==> src/hw/rtl/crtc_pkg.sv <==
// Shared types and constants for the cartridge real-time clock registers.
`default_nettype none
package crtc_pkg;

	localparam logic [1:0] OP_TICK  = 2'd0;
	localparam logic [1:0] OP_READ  = 2'd1;
	localparam logic [1:0] OP_WRITE = 2'd2;

	localparam logic [2:0] SEL_SEC      = 3'd0;
	localparam logic [2:0] SEL_MIN      = 3'd1;
	localparam logic [2:0] SEL_HOUR     = 3'd2;
	localparam logic [2:0] SEL_DAY_LOW  = 3'd3;
	localparam logic [2:0] SEL_DAY_HIGH = 3'd4;

	localparam logic [5:0]  SEC_LAST  = 6'd59;
	localparam logic [5:0]  MIN_LAST  = 6'd59;
	localparam logic [4:0]  HOUR_LAST = 5'd23;
	localparam logic [8:0]  DAY_MAX   = 9'd511;
	localparam int          HALT_BIT  = 6;
	localparam int          CARRY_BIT = 7;
	localparam logic [15:0] TPS_RESET = 16'd32768;
	localparam logic [7:0]  READ_UNKNOWN = 8'hFF;

	typedef struct packed {
		logic [1:0] op;
		logic [2:0] reg_sel;
		logic [7:0] write_data;
	} crtc_item_t;

endpackage
`default_nettype wire

==> src/hw/rtl/cartridge_rtc_registers.sv <==
// Real-time clock registers: read results pass through the input and output registers.
// One transaction per cycle unless a read is stalled; ticks and writes give no result.
// The input register executes against the clock state; reads land in an output register.
// Reset clears the time fields, halt and carry, and loads 32768 ticks per second.
// Configuration is taken at any cycle through a ready-high write port.
`default_nettype none
module cartridge_rtc_registers (
	input  wire logic        clk,
	input  wire logic        arst_n,
	input  wire logic        in_valid,
	output logic             in_ready,
	input  wire logic [1:0]  op,
	input  wire logic [2:0]  reg_sel,
	input  wire logic [7:0]  write_data,
	output logic             out_valid,
	input  wire logic        out_ready,
	output logic [7:0]       read_data,
	input  wire logic        cfg_valid,
	output logic             cfg_ready,
	input  wire logic [15:0] cfg_data
);
	import crtc_pkg::*;

	logic [15:0] tps_q;
	logic        valid_s1;
	crtc_item_t  item_s1;
	logic        out_valid_q;
	logic [7:0]  read_data_q;
	logic        need_result;
	logic        adv;
	logic [7:0]  rdata;

	assign cfg_ready   = 1'b1;
	assign need_result = valid_s1 && (item_s1.op == OP_READ);
	assign adv         = valid_s1 && (!need_result || !out_valid_q || out_ready);
	assign in_ready    = !valid_s1 || adv;
	assign out_valid   = out_valid_q;
	assign read_data   = read_data_q;

	always_ff @(posedge clk or negedge arst_n) begin
		if (!arst_n) begin
			tps_q <= TPS_RESET;
		end else if (cfg_valid) begin
			tps_q <= cfg_data;
		end
	end

	always_ff @(posedge clk or negedge arst_n) begin
		if (!arst_n) begin
			valid_s1 <= 1'b0;
		end else if (in_ready) begin
			valid_s1 <= in_valid;
		end
	end

	always_ff @(posedge clk) begin
		if (in_ready && in_valid) begin
			item_s1 <= '{op: op, reg_sel: reg_sel, write_data: write_data};
		end
	end

	always_ff @(posedge clk or negedge arst_n) begin
		if (!arst_n) begin
			out_valid_q <= 1'b0;
		end else if (adv && need_result) begin
			out_valid_q <= 1'b1;
		end else if (out_ready) begin
			out_valid_q <= 1'b0;
		end
	end

	always_ff @(posedge clk) begin
		if (adv && need_result) begin
			read_data_q <= rdata;
		end
	end

	crtc_core u_core (
		.clk              (clk),
		.arst_n           (arst_n),
		.exec             (adv),
		.item             (item_s1),
		.ticks_per_second (tps_q),
		.rdata            (rdata)
	);

	// A result appears only after a read transaction leaves the input register.
	assert property (@(posedge clk) disable iff (!arst_n)
		$rose(out_valid_q) |-> $past(adv && need_result))
		else $error("result without a read transaction");

	// A stalled input register keeps its transaction.
	assert property (@(posedge clk) disable iff (!arst_n)
		valid_s1 && !adv |=> valid_s1 && $stable(item_s1))
		else $error("stalled transaction lost");

	// A pending result is never overwritten by a new read.
	assert property (@(posedge clk) disable iff (!arst_n)
		out_valid_q && !out_ready |=> out_valid_q && $stable(read_data_q))
		else $error("pending result overwritten");

endmodule
`default_nettype wire

==> src/hw/rtl/crtc_core.sv <==
// Clock state, counter cascade, register writes and the register read mux.
`default_nettype none
module crtc_core (
	input  wire logic              clk,
	input  wire logic              arst_n,
	input  wire logic              exec,
	input  wire crtc_pkg::crtc_item_t item,
	input  wire logic [15:0]       ticks_per_second,
	output logic [7:0]             rdata
);
	import crtc_pkg::*;

	logic [15:0] prescaler_q;
	logic [5:0]  sec_q;
	logic [5:0]  min_q;
	logic [4:0]  hour_q;
	logic [8:0]  day_q;
	logic        halt_q;
	logic        carry_q;

	logic [15:0] prescaler_d;
	logic [5:0]  sec_d;
	logic [5:0]  min_d;
	logic [4:0]  hour_d;
	logic [8:0]  day_d;
	logic        halt_d;
	logic        carry_d;

	logic [15:0] limit;
	logic [16:0] pre_inc;
	logic        sec_tick;
	logic        min_tick;
	logic        hour_tick;
	logic        day_tick;
	logic        new_halt;

	always_comb begin
		limit    = (ticks_per_second == 16'd0) ? 16'd1 : ticks_per_second;
		pre_inc  = {1'b0, prescaler_q} + 17'd1;
		sec_tick = (pre_inc >= {1'b0, limit});
		min_tick  = sec_tick && (sec_q == SEC_LAST);
		hour_tick = min_tick && (min_q == MIN_LAST);
		day_tick  = hour_tick && (hour_q == HOUR_LAST);
		new_halt  = item.write_data[HALT_BIT];
	end

	always_comb begin
		prescaler_d = prescaler_q;
		sec_d       = sec_q;
		min_d       = min_q;
		hour_d      = hour_q;
		day_d       = day_q;
		halt_d      = halt_q;
		carry_d     = carry_q;
		if (exec) begin
			case (item.op)
				OP_TICK: begin
					if (!halt_q) begin
						prescaler_d = sec_tick ? 16'd0 : pre_inc[15:0];
						if (sec_tick) begin
							sec_d = (sec_q == SEC_LAST) ? 6'd0 : sec_q + 6'd1;
						end
						if (min_tick) begin
							min_d = (min_q == MIN_LAST) ? 6'd0 : min_q + 6'd1;
						end
						if (hour_tick) begin
							hour_d = (hour_q == HOUR_LAST) ? 5'd0 : hour_q + 5'd1;
						end
						if (day_tick) begin
							if (day_q == DAY_MAX) begin
								day_d   = 9'd0;
								carry_d = 1'b1;
							end else begin
								day_d = day_q + 9'd1;
							end
						end
					end
				end
				OP_WRITE: begin
					if (item.reg_sel == SEL_DAY_HIGH) begin
						if (halt_q || new_halt) begin
							day_d = {item.write_data[0], day_q[7:0]};
						end
						halt_d  = new_halt;
						carry_d = item.write_data[CARRY_BIT];
					end else if (halt_q) begin
						case (item.reg_sel)
							SEL_SEC: begin
								sec_d       = item.write_data[5:0];
								prescaler_d = 16'd0;
							end
							SEL_MIN:     min_d  = item.write_data[5:0];
							SEL_HOUR:    hour_d = item.write_data[4:0];
							SEL_DAY_LOW: day_d  = {day_q[8], item.write_data};
							default: ;
						endcase
					end
				end
				default: ;
			endcase
		end
	end

	always_ff @(posedge clk or negedge arst_n) begin
		if (!arst_n) begin
			prescaler_q <= '0;
			sec_q       <= '0;
			min_q       <= '0;
			hour_q      <= '0;
			day_q       <= '0;
			halt_q      <= 1'b0;
			carry_q     <= 1'b0;
		end else begin
			prescaler_q <= prescaler_d;
			sec_q       <= sec_d;
			min_q       <= min_d;
			hour_q      <= hour_d;
			day_q       <= day_d;
			halt_q      <= halt_d;
			carry_q     <= carry_d;
		end
	end

	always_comb begin
		case (item.reg_sel)
			SEL_SEC:      rdata = {2'b00, sec_q};
			SEL_MIN:      rdata = {2'b00, min_q};
			SEL_HOUR:     rdata = {3'b000, hour_q};
			SEL_DAY_LOW:  rdata = day_q[7:0];
			SEL_DAY_HIGH: rdata = {carry_q, halt_q, 5'b00000, day_q[8]};
			default:      rdata = READ_UNKNOWN;
		endcase
	end

	// A halted clock ignores ticks entirely.
	assert property (@(posedge clk) disable iff (!arst_n)
		exec && item.op == OP_TICK && halt_q |=> $stable(prescaler_q) && $stable(sec_q))
		else $error("halted clock advanced on a tick");

	// The carry flag only rises on a day rollover or a day high write.
	assert property (@(posedge clk) disable iff (!arst_n)
		$rose(carry_q) |-> $past(exec && (item.op == OP_TICK ||
			(item.op == OP_WRITE && item.reg_sel == SEL_DAY_HIGH))))
		else $error("carry flag set without a rollover or write");

	// Time fields change only when a transaction executes.
	assert property (@(posedge clk) disable iff (!arst_n)
		!exec |=> $stable(sec_q) && $stable(day_q) && $stable(halt_q))
		else $error("clock state changed without a transaction");

endmodule
`default_nettype wire
==> config.mk <==
export PLATFORM = sky130hd
export DESIGN_NAME = cartridge_rtc_registers
export DESIGN_NICKNAME = d
export VERILOG_FILES = /design/src/hw/rtl/crtc_pkg.sv /design/src/hw/rtl/cartridge_rtc_registers.sv /design/src/hw/rtl/crtc_core.sv
export SDC_FILE = /design/constraint.sdc
export NUM_CORES = 1
export LEC_CHECK = 0
export BUFFER_PORTS_ARGS = -buffer_cell sky130_fd_sc_hd__buf_2
export CORE_MARGIN = 4
export CORE_UTILIZATION = 54
export CTS_CLUSTER_DIAMETER = 30
export DETAILED_ROUTE_END_ITERATION = 16
export PLACE_DENSITY_LB_ADDON = 0.08
export SLEW_MARGIN = 20
export SYNTH_ARGS = -nofsm -noshare
export SYNTH_HDL_FRONTEND = slang
export SYNTH_SLANG_ARGS = --single-unit
==> constraint.sdc <==
create_clock -name clk -period 4.17 [get_ports clk]
set_clock_uncertainty 0.2 [all_clocks]
set_input_delay 0.834 -clock clk [delete_from_list [all_inputs] [get_ports clk]]
set_output_delay 0.834 -clock clk [all_outputs]
set_load 0.02 [all_outputs]
==> results.toml <==
[outcome]
status = "finished clean"

[clocking]
clock-root-buffer = "clkbuf_8"
cts-buffers-inserted = 9
clk_latency_ns = 0.36
clockBufferDepth = 2
h-tree-depth = 3
cts_tree = "done"
clk_pin_slew_ns = 0.09
clock_sinks = 83

[detailed_routing]
dr.pass1.iters = 6
drc = 0
wl_per_cell_um = 17.6
drt_iter0_markers = 213
vias_per_cell = 6.00
vias = 3993
drtAntennaViolNets = 0
drt_wl_total_mm = 11.7

[floorplan]
die_x_um = 102
initial_core_util = 0.554
die_y_um = 102
ios = 45
dieArea_um2 = 10500
core-area_um2 = 8680
rows = 34

[grt]
grt_first_pass_wirelength_mm = 19.0
grtUsageTotal = 0.236
grt_max_degree = 48
grt_overflow = 0
grt_pass1_vias = 3872
antenna_found_initial = 0

[run]
cap_violations = 0

[timing]
setup_viol = 0
drv_slew = 0
fmax_ghz = 0.254
rsz0062_at_grt = "no"
fin_crit_sh = 0.944
fin_tns_setup_ns = 0
period_needed_ns = 3.94
hold_viol = 0
slew_headroom = 0.417
worstMarginPinSlew_ns = 0.872

[logic_synthesis]
synth_edf_count = 21
synth_cell_types = 62
synth_fp_nets = 565
synthArstFlopShare = 0.747
avgSynthCellArea_um2 = 9.44
ys_ff_latch = 83
synthesis.area_um2 = 4810
ys_warn_count = 0
synth_top_flop_cell = "dfrtp_1"
postSynthCellCount = 509
synth-seq-area-share = 0.454

[cells_and_area]
fin_util = 0.616
diodes = 0
final_common_cell = "o21ai_0"
area_growth_pct = 11.3
final_cell_mix = "o21ai_0 (67), dfrtp_1 (60), buf_2 (42)"
layout.nets = 608
drive_above_1_share = 0.187

[critical_path]
critPathLaunchType = "flip-flop"
path_max_fanout = 9
crit_chain = "and3_1, and3_1, and3_1, and3_2, nand3_1, xnor2_1, ha_1, nand3_1, nor3_2, a311oi_2, nand4_4, a21oi_2, nand2b_2, mux2_2"
worstPathArrival_ns = 3.99
end_kind = "flip-flop"
path_class = "reg -> reg"
crit_required_ns = 4.22
max_stage_delay_ns = 0.42
crit_path_top_delay_cell = "dfrtp_1"
worst_path_most_repeated_cell = "and3_1"

[pwr]
ir_drop_mv = 0.244
p_leak_nw = 2.35
powerDensity_nw_per_um2 = 396

[placement]
place_congestion = 0.937
io_buffers = 43
hpwl_mm = 8.47

[hold_path]
hold_path.class = "in -> async"
## sequential cells by signal, indices dropped and copies added, names as in the netlist, 5 cells and up
name	cells
read_data	8
u_core.day_q	9
item_s1	13
u_core.sec_q	6
u_core.min_q	6
tps_q	16
u_core.hour_q	5
u_core.prescaler_q	16
## through the flow
step	hold WS [ns]	total power [mW]	setup WS, ns	std cells	cell area, µm²
4_1_cts	0.294	2.12	0.00234	665	5310
2_1_floorplan	0.244	1.41	0.217	509	4810
5_1_grt	0.309	2.25	0.00685	665	5350
3_5_place_dp	0.274	1.58	-0.0673	649	5130
6_report	0.280	2.12	0.235	665	5350
3_3_place_gp	0.266	1.56	0.0437	649	5130
## timing repair
item	in CTS	in global routing
endpoints found under the setup margin	15	43
hold buffers	0	0
setup buffers	0	0
gates cloned	0	0
pin swaps	0	1
gates resized for setup	3	8
## Yosys cell counts (2+ instances only)
cell	instances	area share
nand3_1	13	0.014
nor4b_1	2	0.0036
mux2_2	9	0.021
edfxtp_1	21	0.13
nand4_1	3	0.0039
ha_1	22	0.057
a22o_1	8	0.015
a21oi_1	29	0.030
nor2_1	38	0.030
xnor2_1	6	0.011
or2_2	2	0.0026
o31a_1	2	0.0036
nor2b_1	8	0.010
nand3b_1	2	0.0031
buf_6	2	0.0047
and3_1	18	0.023
o21a_1	9	0.014
o211ai_1	8	0.012
nor4_1	5	0.0065
a31oi_1	4	0.0052
o21ai_0	67	0.070
o31ai_1	3	0.0047
nor3_1	13	0.014
and4_1	2	0.0036
dfrtp_1	61	0.32
nand2b_1	12	0.016
o31ai_2	2	0.0052
inv_1	26	0.020
nor3_2	2	0.0042
xor2_1	9	0.016
nand4b_1	2	0.0036
o22ai_1	2	0.0026
nand2_1	41	0.032
mux2i_1	6	0.012
clkbuf_1	16	0.012
a22oi_1	4	0.0062
and2_1	4	0.0052
o211ai_2	2	0.0052
## report_power, final
group          switching, mW  internal [mW]  total (mW)
Clock                  0.316          0.219       0.536
Sequential             0.160          0.959        1.12
Combinational          0.247          0.215       0.463
Total                  0.723           1.39        2.12
## area by class of cell
cell class                      instances  area (µm²)
Timing Repair Buffer                   53         293
Tap cell                              108         135
Fill cell                             773        3330
Clock inverter                          7        51.3
Clock buffer                            9         124
Sequential cell                        83        2180
Inverter                               26        97.6
Multi-Input combinational cell        379        2460
## worst paths after layout
| path | startpoint | endpoint | slack, ns | cells past startpoint |
|---|---|---|---|---|
| setup / recovery | u_core.prescaler_q[2]$_DFFE_PN0P_ | u_core.day_q[1]$_DFFE_PN0P_ | 0.23 | 14 |
| hold / removal | arst_n | u_core.prescaler_q[9]$_DFFE_PN0P_ | 0.28 | 1 |
| setup reg to reg | u_core.prescaler_q[2]$_DFFE_PN0P_ | u_core.day_q[1]$_DFFE_PN0P_ | 0.23 | 14 |
| hold reg to reg | u_core.carry_q$_DFFE_PN0P_ | u_core.carry_q$_DFFE_PN0P_ | 0.29 | 1 |
| max in group asynchronous | arst_n | tps_q[2]$_DFFE_PN0P_ | 2.89 | 2 |
| min in group clk | u_core.carry_q$_DFFE_PN0P_ | u_core.carry_q$_DFFE_PN0P_ | 0.29 | 1 |
## cell families after synthesis
kind of cell	share of synthesized area
adder cells (fa/ha/maj)	0.0573
flip-flops	0.454
multiplexers	0.0336
AND/OR/NAND/NOR	0.185
XOR/XNOR	0.0273
other	0.000780
buffers and inverters	0.0409
AO/OA/AOI/OAI	0.201
## critical path, delay by kind of cell, from the launching register on
| family | cells | cell delay [ns] |
|---|---|---|
| compound gates | 2 | 0.54 |
| xor+xnor | 1 | 0.24 |
| fa+ha+maj | 1 | 0.27 |
| flops | 1 | 0.42 |
| mux | 1 | 0.36 |
| simple gates | 9 | 1.79 |
## per-layer routing
layer	track usage	vias to the layer above	wire, µm	share of wire
met2	0.411	99	5960	0.51
met5	0	-	0	0
met1	0.294	1938	4930	0.42
met4	0.0928	0	286	0.024
li1	-	1930	-	-
met3	0.0362	26	497	0.043
Power figures use the tool's default switching activity.
